--- src/sbh_pkg.sv ---
// Shared types, constants and round functions for the SHA-256 byte stream hasher.
// No dependencies; the datapath, controller, top level and testbench use this package.
package sbh_pkg;

	localparam int unsigned WordW   = 32;
	localparam int unsigned BlkBytes = 64;
	localparam logic [7:0]  PadByte = 8'h80;

	typedef logic [WordW-1:0] word_t;

	typedef enum logic [1:0] {
		PUSH_DATA,
		PUSH_PAD,
		PUSH_ZERO,
		PUSH_LEN
	} push_sel_t;

	// controller -> datapath
	typedef struct packed {
		logic      push;
		push_sel_t sel;
		logic [2:0] len_idx;
		logic [2:0] out_idx;
		logic      clear_msg;
	} sbh_cmd_t;

	// datapath -> controller
	typedef struct packed {
		logic busy;
		logic pos_last;
		logic pos_at_56;
	} sbh_sts_t;

	localparam word_t Iv [8] = '{
		32'h6a09e667, 32'hbb67ae85, 32'h3c6ef372, 32'ha54ff53a,
		32'h510e527f, 32'h9b05688c, 32'h1f83d9ab, 32'h5be0cd19};

	localparam word_t RoundK [64] = '{
		32'h428a2f98, 32'h71374491, 32'hb5c0fbcf, 32'he9b5dba5,
		32'h3956c25b, 32'h59f111f1, 32'h923f82a4, 32'hab1c5ed5,
		32'hd807aa98, 32'h12835b01, 32'h243185be, 32'h550c7dc3,
		32'h72be5d74, 32'h80deb1fe, 32'h9bdc06a7, 32'hc19bf174,
		32'he49b69c1, 32'hefbe4786, 32'h0fc19dc6, 32'h240ca1cc,
		32'h2de92c6f, 32'h4a7484aa, 32'h5cb0a9dc, 32'h76f988da,
		32'h983e5152, 32'ha831c66d, 32'hb00327c8, 32'hbf597fc7,
		32'hc6e00bf3, 32'hd5a79147, 32'h06ca6351, 32'h14292967,
		32'h27b70a85, 32'h2e1b2138, 32'h4d2c6dfc, 32'h53380d13,
		32'h650a7354, 32'h766a0abb, 32'h81c2c92e, 32'h92722c85,
		32'ha2bfe8a1, 32'ha81a664b, 32'hc24b8b70, 32'hc76c51a3,
		32'hd192e819, 32'hd6990624, 32'hf40e3585, 32'h106aa070,
		32'h19a4c116, 32'h1e376c08, 32'h2748774c, 32'h34b0bcb5,
		32'h391c0cb3, 32'h4ed8aa4a, 32'h5b9cca4f, 32'h682e6ff3,
		32'h748f82ee, 32'h78a5636f, 32'h84c87814, 32'h8cc70208,
		32'h90befffa, 32'ha4506ceb, 32'hbef9a3f7, 32'hc67178f2};

	function automatic word_t ror(input word_t v, input int unsigned s);
		ror = (v >> s) | (v << (WordW - s));
	endfunction

	function automatic word_t big_sig0(input word_t x);
		big_sig0 = ror(x, 2) ^ ror(x, 13) ^ ror(x, 22);
	endfunction

	function automatic word_t big_sig1(input word_t x);
		big_sig1 = ror(x, 6) ^ ror(x, 11) ^ ror(x, 25);
	endfunction

	function automatic word_t sml_sig0(input word_t x);
		sml_sig0 = ror(x, 7) ^ ror(x, 18) ^ (x >> 3);
	endfunction

	function automatic word_t sml_sig1(input word_t x);
		sml_sig1 = ror(x, 17) ^ ror(x, 19) ^ (x >> 10);
	endfunction

endpackage

--- src/sbh_in_if.sv ---
// Input channel of the hasher: valid/ready plus one byte request.
// Depends on nothing.
interface sbh_in_if;
	logic       valid;
	logic       ready;
	logic [7:0] data_byte;
	logic       has_byte;
	logic       end_of_message;

	modport source (output valid, data_byte, has_byte, end_of_message, input ready);
	modport sink   (input valid, data_byte, has_byte, end_of_message, output ready);
endinterface

--- src/sbh_out_if.sv ---
// Output channel of the hasher: valid/ready plus one digest word request.
// Depends on nothing.
interface sbh_out_if;
	logic        valid;
	logic        ready;
	logic [31:0] digest_word;
	logic [2:0]  word_index;
	logic        last_word;

	modport source (output valid, digest_word, word_index, last_word, input ready);
	modport sink   (input valid, digest_word, word_index, last_word, output ready);
endinterface

--- src/sbh_datapath.sv ---
// Datapath: byte shift line, bit counter, message schedule, round unit, chain hash.
// Depends on sbh_pkg.
module sbh_datapath (
	input  logic              clk,
	input  logic              arst_n,
	input  sbh_pkg::sbh_cmd_t cmd,
	input  logic [7:0]        data_byte,
	output sbh_pkg::sbh_sts_t sts,
	output logic [31:0]       digest_word
);
	import sbh_pkg::*;

	logic [8*BlkBytes-1:0] buf_q;
	logic [8*BlkBytes-1:0] buf_next;
	logic [5:0]  pos_q;
	logic [63:0] bits_q;
	word_t       h_q [8];
	word_t       v_q [8];
	word_t       w_q [16];
	logic [5:0]  round_q;
	logic        busy_q;
	logic        fin_q;
	logic [7:0]  push_byte;
	logic        start;
	word_t       t1;
	word_t       t2;
	word_t       w_new;

	always_comb begin
		case (cmd.sel)
			PUSH_DATA: push_byte = data_byte;
			PUSH_PAD:  push_byte = PadByte;
			PUSH_ZERO: push_byte = 8'h00;
			PUSH_LEN:  push_byte = bits_q[8*(7 - 32'(cmd.len_idx)) +: 8];
			default:   push_byte = 8'h00;
		endcase
	end

	assign buf_next = {buf_q[8*BlkBytes-9:0], push_byte};
	assign start    = cmd.push && (pos_q == 6'd63);

	assign t1 = v_q[7] + big_sig1(v_q[4]) + ((v_q[4] & v_q[5]) ^ (~v_q[4] & v_q[6]))
		+ RoundK[round_q] + w_q[0];
	assign t2 = big_sig0(v_q[0]) + ((v_q[0] & v_q[1]) ^ (v_q[0] & v_q[2]) ^ (v_q[1] & v_q[2]));
	assign w_new = w_q[0] + sml_sig0(w_q[1]) + w_q[9] + sml_sig1(w_q[14]);

	// control state and chain hash
	always_ff @(posedge clk or negedge arst_n) begin
		if (!arst_n) begin
			pos_q   <= '0;
			bits_q  <= '0;
			busy_q  <= 1'b0;
			fin_q   <= 1'b0;
			round_q <= '0;
			for (int i = 0; i < 8; i++) h_q[i] <= Iv[i];
		end else begin
			if (cmd.push) begin
				pos_q <= pos_q + 6'd1;
				if (cmd.sel == PUSH_DATA) bits_q <= bits_q + 64'd8;
			end
			if (start) begin
				busy_q  <= 1'b1;
				fin_q   <= 1'b0;
				round_q <= '0;
			end else if (busy_q && !fin_q) begin
				round_q <= round_q + 6'd1;
				if (round_q == 6'd63) fin_q <= 1'b1;
			end else if (busy_q) begin
				busy_q <= 1'b0;
				fin_q  <= 1'b0;
				for (int i = 0; i < 8; i++) h_q[i] <= h_q[i] + v_q[i];
			end
			if (cmd.clear_msg) begin
				bits_q <= '0;
				for (int i = 0; i < 8; i++) h_q[i] <= Iv[i];
			end
		end
	end

	// payload: buffer, schedule window, working variables
	always_ff @(posedge clk) begin
		if (cmd.push) buf_q <= buf_next;
		if (start) begin
			for (int j = 0; j < 16; j++) w_q[j] <= buf_next[8*BlkBytes-1-32*j -: 32];
			for (int i = 0; i < 8; i++) v_q[i] <= h_q[i];
		end else if (busy_q && !fin_q) begin
			for (int j = 0; j < 15; j++) w_q[j] <= w_q[j+1];
			w_q[15] <= w_new;
			v_q[7] <= v_q[6];
			v_q[6] <= v_q[5];
			v_q[5] <= v_q[4];
			v_q[4] <= v_q[3] + t1;
			v_q[3] <= v_q[2];
			v_q[2] <= v_q[1];
			v_q[1] <= v_q[0];
			v_q[0] <= t1 + t2;
		end
	end

	assign sts.busy      = busy_q;
	assign sts.pos_last  = (pos_q == 6'd63);
	assign sts.pos_at_56 = (pos_q == 6'd56);
	assign digest_word   = h_q[cmd.out_idx];
endmodule

--- src/sbh_ctrl.sv ---
// Controller: accepts byte requests, sequences padding and length, emits the digest.
// Depends on sbh_pkg.
module sbh_ctrl (
	input  logic              clk,
	input  logic              arst_n,
	input  logic              in_valid,
	output logic              in_ready,
	input  logic              has_byte,
	input  logic              end_of_message,
	output logic              out_valid,
	input  logic              out_ready,
	output logic [2:0]        word_index,
	output logic              last_word,
	input  sbh_pkg::sbh_sts_t sts,
	output sbh_pkg::sbh_cmd_t cmd
);
	import sbh_pkg::*;

	typedef enum logic [2:0] {S_IDLE, S_PAD, S_ZERO, S_LEN, S_WAIT, S_OUT} state_t;

	state_t     state_q;
	logic [2:0] cnt_q;
	logic       can_push;
	logic       accept;

	assign can_push = !(sts.busy && sts.pos_last);
	assign in_ready = (state_q == S_IDLE) && can_push;
	assign accept   = in_valid && in_ready;
	assign out_valid  = (state_q == S_OUT);
	assign word_index = cnt_q;
	assign last_word  = (cnt_q == 3'd7);

	always_comb begin
		cmd = '{push: 1'b0, sel: PUSH_DATA, len_idx: cnt_q, out_idx: cnt_q, clear_msg: 1'b0};
		case (state_q)
			S_IDLE: cmd.push = accept && has_byte;
			S_PAD: begin
				cmd.sel  = PUSH_PAD;
				cmd.push = can_push;
			end
			S_ZERO: begin
				cmd.sel  = PUSH_ZERO;
				cmd.push = can_push && !sts.pos_at_56;
			end
			S_LEN: begin
				cmd.sel  = PUSH_LEN;
				cmd.push = can_push;
			end
			S_OUT: cmd.clear_msg = out_ready && last_word;
			default: ;
		endcase
	end

	always_ff @(posedge clk or negedge arst_n) begin
		if (!arst_n) begin
			state_q <= S_IDLE;
			cnt_q   <= '0;
		end else begin
			case (state_q)
				S_IDLE: if (accept && end_of_message) state_q <= S_PAD;
				S_PAD: if (can_push) state_q <= S_ZERO;
				S_ZERO: if (sts.pos_at_56) begin
					state_q <= S_LEN;
					cnt_q   <= '0;
				end
				S_LEN: if (can_push) begin
					cnt_q <= cnt_q + 3'd1;
					if (cnt_q == 3'd7) state_q <= S_WAIT;
				end
				S_WAIT: if (!sts.busy) begin
					state_q <= S_OUT;
					cnt_q   <= '0;
				end
				S_OUT: if (out_ready) begin
					cnt_q <= cnt_q + 3'd1;
					if (last_word) state_q <= S_IDLE;
				end
				default: state_q <= S_IDLE;
			endcase
		end
	end
endmodule

--- src/sha256_byte_stream_hasher.sv ---
// SHA-256 hasher over a byte stream: top level joining controller and datapath.
// Depends on sbh_pkg, sbh_in_if, sbh_out_if, sbh_ctrl, sbh_datapath.
//
//   channel  | dir | payload                                   | moves
//   in_ch    | in  | data_byte[7:0], has_byte, end_of_message  | one byte request
//   out_ch   | out | digest_word[31:0], word_index[2:0], last  | one digest word
//
// The request that fills a 64-byte block starts a compression (load, 64 rounds,
// chain add) on the single round unit; bytes keep arriving meanwhile, but the next
// full block waits. Ending a message pushes a pad byte, a zero fill (up to 63
// bytes) and eight length bytes, stalls for any compression still running, then
// runs the final compression and eight output words. Reset clears all control and
// loads the initial hash. out_ch stalls hold the word; no input is taken while
// output runs.
module sha256_byte_stream_hasher (
	input logic      clk,
	input logic      arst_n,
	sbh_in_if.sink   in_ch,
	sbh_out_if.source out_ch
);
	import sbh_pkg::*;

	sbh_cmd_t cmd;
	sbh_sts_t sts;

	// sequence requests, padding and output
	sbh_ctrl u_ctrl (
		.clk            (clk),
		.arst_n         (arst_n),
		.in_valid       (in_ch.valid),
		.in_ready       (in_ch.ready),
		.has_byte       (in_ch.has_byte),
		.end_of_message (in_ch.end_of_message),
		.out_valid      (out_ch.valid),
		.out_ready      (out_ch.ready),
		.word_index     (out_ch.word_index),
		.last_word      (out_ch.last_word),
		.sts            (sts),
		.cmd            (cmd)
	);

	// hold the block, run the rounds, keep the chain hash
	sbh_datapath u_dp (
		.clk         (clk),
		.arst_n      (arst_n),
		.cmd         (cmd),
		.data_byte   (in_ch.data_byte),
		.sts         (sts),
		.digest_word (out_ch.digest_word)
	);

`ifndef NO_ASSERTIONS
	a_no_in_during_out: assert property (@(posedge clk) disable iff (!arst_n)
		out_ch.valid |-> !in_ch.ready) else $error("input taken during digest output");
	a_last_ends: assert property (@(posedge clk) disable iff (!arst_n)
		(out_ch.valid && out_ch.ready && out_ch.last_word) |=> !out_ch.valid)
		else $error("output continues after last word");
	a_word_step: assert property (@(posedge clk) disable iff (!arst_n)
		(out_ch.valid && out_ch.ready && !out_ch.last_word) |=>
		(out_ch.valid && out_ch.word_index == $past(out_ch.word_index) + 3'd1))
		else $error("digest word index did not advance");
	a_no_out_busy: assert property (@(posedge clk) disable iff (!arst_n)
		out_ch.valid |-> !sts.busy) else $error("digest shown during compression");
`endif
endmodule

--- src/flat_wrapper.sv ---
// flat-port wrapper written by rule: the top's interface ports become plain ports
module sha256_byte_stream_hasher_flat import sbh_pkg::*;
  (clk, arst_n, in_ch_valid, in_ch_data_byte, in_ch_has_byte, in_ch_end_of_message, in_ch_ready, out_ch_valid, out_ch_digest_word, out_ch_word_index, out_ch_last_word, out_ch_ready);
  sbh_in_if in_ch_i ();
  sbh_out_if out_ch_i ();
  input logic clk;
  input logic arst_n;
  input wire logic [$bits(in_ch_i.valid)-1:0] in_ch_valid;
  input wire logic [$bits(in_ch_i.data_byte)-1:0] in_ch_data_byte;
  input wire logic [$bits(in_ch_i.has_byte)-1:0] in_ch_has_byte;
  input wire logic [$bits(in_ch_i.end_of_message)-1:0] in_ch_end_of_message;
  output wire logic [$bits(in_ch_i.ready)-1:0] in_ch_ready;
  output wire logic [$bits(out_ch_i.valid)-1:0] out_ch_valid;
  output wire logic [$bits(out_ch_i.digest_word)-1:0] out_ch_digest_word;
  output wire logic [$bits(out_ch_i.word_index)-1:0] out_ch_word_index;
  output wire logic [$bits(out_ch_i.last_word)-1:0] out_ch_last_word;
  input wire logic [$bits(out_ch_i.ready)-1:0] out_ch_ready;
  assign in_ch_i.valid = in_ch_valid;
  assign in_ch_i.data_byte = in_ch_data_byte;
  assign in_ch_i.has_byte = in_ch_has_byte;
  assign in_ch_i.end_of_message = in_ch_end_of_message;
  assign in_ch_ready = in_ch_i.ready;
  assign out_ch_valid = out_ch_i.valid;
  assign out_ch_digest_word = out_ch_i.digest_word;
  assign out_ch_word_index = out_ch_i.word_index;
  assign out_ch_last_word = out_ch_i.last_word;
  assign out_ch_i.ready = out_ch_ready;
  sha256_byte_stream_hasher u_core (.clk(clk), .arst_n(arst_n), .in_ch(in_ch_i), .out_ch(out_ch_i));
endmodule
--- config.mk ---
export PLATFORM = sky130hd
export DESIGN_NAME = sha256_byte_stream_hasher_flat
export DESIGN_NICKNAME = d
export VERILOG_FILES = /design/src/sbh_pkg.sv /design/src/sbh_in_if.sv /design/src/sbh_out_if.sv /design/src/sbh_datapath.sv /design/src/sbh_ctrl.sv /design/src/sha256_byte_stream_hasher.sv /design/src/flat_wrapper.sv
export SDC_FILE = /design/constraint.sdc
export NUM_CORES = 2
export LEC_CHECK = 0
export BUFFER_PORTS_ARGS = -buffer_cell sky130_fd_sc_hd__buf_2
export CAP_MARGIN = 30
export CORE_ASPECT_RATIO = 0.5
export CORE_MARGIN = 8
export CORE_UTILIZATION = 50
export CTS_BUF_LIST = sky130_fd_sc_hd__clkbuf_4
export DETAILED_ROUTE_END_ITERATION = 12
export PLACE_DENSITY = 0.65
export SETUP_SLACK_MARGIN = 0.2
export SYNTH_ARGS = -nofsm -noshare
export SYNTH_HDL_FRONTEND = slang
export SYNTH_SLANG_ARGS = --single-unit
--- constraint.sdc ---
create_clock -name clk -period 33.2 [get_ports clk]
set_input_delay 3.32 -clock clk [delete_from_list [all_inputs] [get_ports clk]]
set_output_delay 3.32 -clock clk [all_outputs]
set_load 0.02 [all_outputs]
# Word level (Yosys, flattened, before mapping)
# Memories as Yosys holds them, arrays and structs flattened.
# Index checks and enable logic that the tools add are counted.
[totals] register_bits=844 ram_bits=768 romBits=2048 inputBits=14 out_inout_bits=38 wordCells=215 mem_count=3
[classes] addsub=23 magnitude_cmp=2 n_eq_ne=24 shifts=1 mux=67 bitwise_logic=53 reduce_logical=26
[memory_table] memory="(name not given)" depth=64 word_bits=32 rd=1 rd_clocked_by_memory_dff=0 write_ports=0 line_no="sbh_datapath.sv:43" text="+ RoundK[round_q] + w_q[0];"
[memory_table] memory="u_core.u_dp.w_q" depth=16 word_bits=32 rd=16 rd_clocked_by_memory_dff=0 write_ports=16 line_no="sbh_datapath.sv:19" text="word_t w_q [16];"
[memory_table] memory="u_core.u_dp.v_q" depth=8 word_bits=32 rd=8 rd_clocked_by_memory_dff=0 write_ports=8 line_no="sbh_datapath.sv:18" text="word_t v_q [8];"
[ops] operator="256-bit 2-to-1 mux" n=4
[ops] operator="32-bit 2-to-1 mux" n=28
[ops] operator="32-bit adder" n=18
[ops] operator="32-bit bitwise XOR" n=9
[ops] operator="64-bit 2-to-1 mux" n=3
[ops] operator="32-bit bitwise AND" n=5
[ops] operator="32-bit binary-select mux with 3-bit select" n=1
[ops] operator="64-bit by 4-bit adder with 64-bit output (second input constant)" n=1
[ops] operator="64-bit by 33-bit variable part select with 8-bit output" n=1
[ops] operator="3-bit 2-to-1 mux" n=12
[ops] operator="32-bit NOT" n=1
[ops] operator="10-bit by 32-bit OR with 32-bit output" n=1
[ops] operator="13-bit by 32-bit OR with 32-bit output" n=1
[ops] operator="14-bit by 32-bit OR with 32-bit output" n=1
[ops] operator="15-bit by 32-bit OR with 32-bit output" n=1
[ops] operator="19-bit by 32-bit OR with 32-bit output" n=1
[ops] operator="21-bit by 32-bit OR with 32-bit output" n=1
[ops] operator="25-bit by 32-bit OR with 32-bit output" n=1
[ops] operator="26-bit by 32-bit OR with 32-bit output" n=1
[ops] operator="30-bit by 32-bit OR with 32-bit output" n=1
[ops] operator="7-bit by 32-bit OR with 32-bit output" n=1
[ops] operator="8-bit one-hot mux with 4 select lines" n=1
[ops] operator="32-bit by 22-bit bitwise XOR with 32-bit output" n=1
[ops] operator="32-bit by 29-bit bitwise XOR with 32-bit output" n=1
[ops] operator="other kinds (35)" n=100

# Longest topological paths before layout
[depth] depth_word=11 depth_mapped=42

# Cells and area by module
# A second synthesis with hierarchy kept.
[hier_totals] cells_unflattened=8853 hier_area_um2=91215.0
[by_module_without_submodules] module="sbh_datapath" instances=1 cells_each=8797 area_each_um2=90694.5 seq_area_each_um2=46649.7
[by_module_without_submodules] module="sbh_ctrl" instances=1 cells_each=56 area_each_um2=520.5 seq_area_each_um2=150.1

# Worst setup path after synthesis
# Ideal clock, no wire load.
[synth_timing] path_type="input -> register" start="input in_ch_has_byte" end="memory u_core.u_dp.v_q[0][0] in the netlist's numbering, enable pin" setup_time_ns=1.174 arrival_time_ns=27.524 t_required_ns=32.026 setup_slack_ns=4.502 stages=8 n_path_buf=2 cell_sequence="nand2_1 nor3_2 a31o_2 and2_1 nand3_1 clkbuf_1 buf_1 nand2_1"
[synth_lines] item="start, declared" line_no="flat_wrapper.sv:10" text="input wire logic [$bits(in_ch_i.has_byte)-1:0] in_ch_has_byte;"
[synth_lines] item="end, declared" line_no="sbh_datapath.sv:18"

==> results_dict.tcl <==
set metrics [dict create \
    synthArstFlopShare 0.209 \
    regToRegStartpoint "u_core.u_dp.round_q[1]$_DFFE_PN0P_" \
    top_layer_used "met5" \
    wl_met3_um 22800 \
    grt_max_degree 185 \
    relSlewSlack 0.0714 \
    synth_mux_area_frac 0.0270 \
    cp.required_ps 34220 \
    finalSetupTns_ps 0 \
    antenna_found_initial 9 \
    synth_compound_area_frac 0.110 \
    synth_top_family_by_area "simple AND/OR/NAND/NOR gates" \
    num_rows 111 \
    synthAdderAreaFrac 0.0971 \
    cp_slowest_cell "ha_1" \
    dpl.hpwl_um 188000 \
    htreeDepth 5 \
    timing.rr.end "u_core.u_dp.v_q[0][31]$_DFFE_PP_" \
    postCtsSetupBuffers 0 \
    synth_edf_count 1272 \
    synth_cell_types 100 \
    ios 52 \
    vias_per_cell 5.76 \
    drt_wl_total_um 269000 \
    synth_simple_gate_area_frac 0.162 \
    cts-buffers-inserted 378 \
    crit_fanout 22 \
    clock-sinks 1609 \
    slew_viol_final 0 \
    synth-main-ff-cell "edfxtp_1" \
    clockBufferDepth 4 \
    cts_tree "done" \
    rsz0062_at_grt "false" \
    drt_iter0_markers 7186 \
    hold_class "register to register" \
    clk_latency_ps 1250 \
    dp_slack_ps 22680 \
    whs_path_depth 0 \
    path_class "register to register" \
    ys_ff_latch 1609 \
    hold_viol_final 0 \
    min_from "u_core.u_dp.buf_q[408]$_DFFE_PP_" \
    fin_skew_ps 118 \
    firstDrtPassIters 6 \
    place_congestion 0.978 \
    vias 68000 \
    worstMarginPinSlew_ps 1390 \
    met1_length_um 120000 \
    setup_viol 0 \
    post_cts_resized 0 \
    reg2reg_slack_ps 22740 \
    port_buffers 51 \
    min_to "u_core.u_dp.buf_q[416]$_DFFE_PP_" \
    syn-instance-count 8984 \
    stdcell_area_um2 99200 \
    worst-r2r-cell-count 40 \
    grt_pass1_wl_um 405000 \
    grt_pass1_vias 65600 \
    grt_usage 0.263 \
    cts-root-buf "clkbuf_4" \
    clk_pin_slew_worst_paths_ps 80 \
    die_w_um 621 \
    hold_buffers 0 \
    postSynthAreaPerCell_um2 10.2 \
    setup_ws_ps 22740 \
    initial_core_util 0.502 \
    syn_area_um2 91500 \
    min_period_ps 10460 \
    arrival_ps 11480 \
    fin_nets 9682 \
    critPathMaxStageDelay_ps 800 \
    grt_overflow_total 0 \
    syn2layout_area_growth_pct 8.38 \
    drc_errors 0 \
    routedWlPerCell_um 22.8 \
    drv_cap 0 \
    endpoint_kind "register" \
    placed_area_um2 94000 \
    synth-xor-area-share 0.0597 \
    clock.fmax_mhz 95.6 \
    period_share 0.315 \
    met2_length_um 117000 \
    ys_seq_area_frac 0.511 \
    core_um2 182000 \
    status "completed" \
    die_area_um2 198000 \
    fp.dieH_um 319 \
    antenna_left 0 \
    start_kind "register" \
    drive_above_1_share 0.114 \
    syn-num-nets 9588 \
    yosysWarnings 0 \
]
-- worst max path at each step --
stage | startpoint | end | slack, ps | cells past startpoint
3_3_place_gp | in_ch_valid | u_core.u_dp.v_q[0][43]$_DFFE_PP_ | 22860 | 11
6_report | u_core.u_dp.round_q[1]$_DFFE_PN0P_ | u_core.u_dp.v_q[0][31]$_DFFE_PP_ | 22740 | 40
2_1_floorplan | in_ch_has_byte | u_core.u_dp.v_q[0][0]$_DFFE_PP_ | 4500 | 8
4_1_cts | u_core.u_dp.round_q[1]$_DFFE_PN0P_ | u_core.u_dp.v_q[0][31]$_DFFE_PP_ | 22950 | 40
3_5_place_dp | in_ch_valid | u_core.u_dp.v_q[0][43]$_DFFE_PP_ | 22680 | 11
5_1_grt | u_core.u_dp.round_q[1]$_DFFE_PN0P_ | u_core.u_dp.v_q[0][31]$_DFFE_PP_ | 22290 | 40
-- sequential cells by signal (all words and copies together) (netlist names), 3 cells and up --
| register | cells |
|---|---|
| u_core.u_dp.w_q | 512 |
| u_core.u_dp.buf_q | 504 |
| u_core.u_dp.h_q | 256 |
| u_core.u_dp.v_q | 256 |
| u_core.u_dp.bits_q | 61 |
| u_core.u_dp.pos_q | 6 |
| u_core.u_dp.round_q | 6 |
| u_core.u_ctrl.state_q | 3 |
| u_core.u_ctrl.word_index | 3 |
-- synthesized netlist by cell type (all sizes together) (111+ instances only) --
master | count | area (µm²)
dfrtp | 201 | 5030
edfxtp | 1272 | 38200
ha | 395 | 4940
o21ai | 399 | 2000
nand3 | 111 | 556
clkbuf | 363 | 1360
dfstp | 136 | 3570
inv | 355 | 1330
nor2 | 376 | 1410
nand2 | 2704 | 10100
xnor2 | 400 | 3500
a21o | 170 | 1280
a21oi | 486 | 2440
fa | 195 | 3900
o211ai | 118 | 891
xor2 | 224 | 1960
-- critical path: cells and delay by family (launching register included) --
kind | cells | cell delay, ps
adder cells (fa/ha/maj) | 8 | 3350
AND/OR/NAND/NOR | 6 | 1620
buffers and inverters | 7 | 820
AO/OA/AOI/OAI | 17 | 3850
flip-flops | 1 | 330
XOR/XNOR | 2 | 290
-- routing by layer --
| metal | GRT usage | vias up |
|---|---|---|
| met5 | 0 | - |
| met4 | 0.0915 | 6 |
| met3 | 0.0538 | 519 |
| met2 | 0.394 | 2745 |
| met1 | 0.381 | 33200 |
| li1 | - | 31600 |
-- kinds of logic after synthesis --
group / count (synthesis)
multiplexers: 139
buffers and inverters: 791
adder cells (fa/ha/maj): 594
XOR/XNOR: 624
AO/OA/AOI/OAI: 1611
AND/OR/NAND/NOR: 3616
flip-flops: 1609
-- metrics by stage --
step | hold slack (ps) | utilization | cells
finish | 417 | 0.544 | 11800
global route | 405 | 0.543 | 11800
CTS | 396 | 0.543 | 11800
detailed placement | 431 | 0.515 | 11100
global placement | 427 | 0.515 | 11100
floorplan | 420 | - | 8984
-- final cells by class --
cell class / count / area [µm²]
antenna: 9 / 22.5
inverter: 357 / 1340
sequential: 1609 / 46800
tap: 2429 / 3040
fill: 16200 / 83300
clock buffer: 595 / 4470
multi-input combinational: 6584 / 41800
clock inverter: 76 / 531
timing repair buffer: 148 / 1190
-- cells in the final DEF, fill, tap and decap left out, drive strengths merged, types with 72 or more instances in the layout --
cell    synthesis  routed
nor3          104     104
nand2        2704    2704
buf            71     148
a21oi         486     486
ha            395     395
xnor2         400     400
fa            195     195
a211oi         72      72
nand3         111     111
clkbuf        363     595
dfstp         136     136
nand2b         76      76
o21ai         399     399
mux4           84      84
dfrtp         201     201
xor2          224     224
inv           355     359
edfxtp       1272    1272
a21o          170     170
nor2          376     376
o211ai        118     118
Power is not shown: default switching activity piles up to over one toggle a cycle in this logic, so the estimate is an artifact.
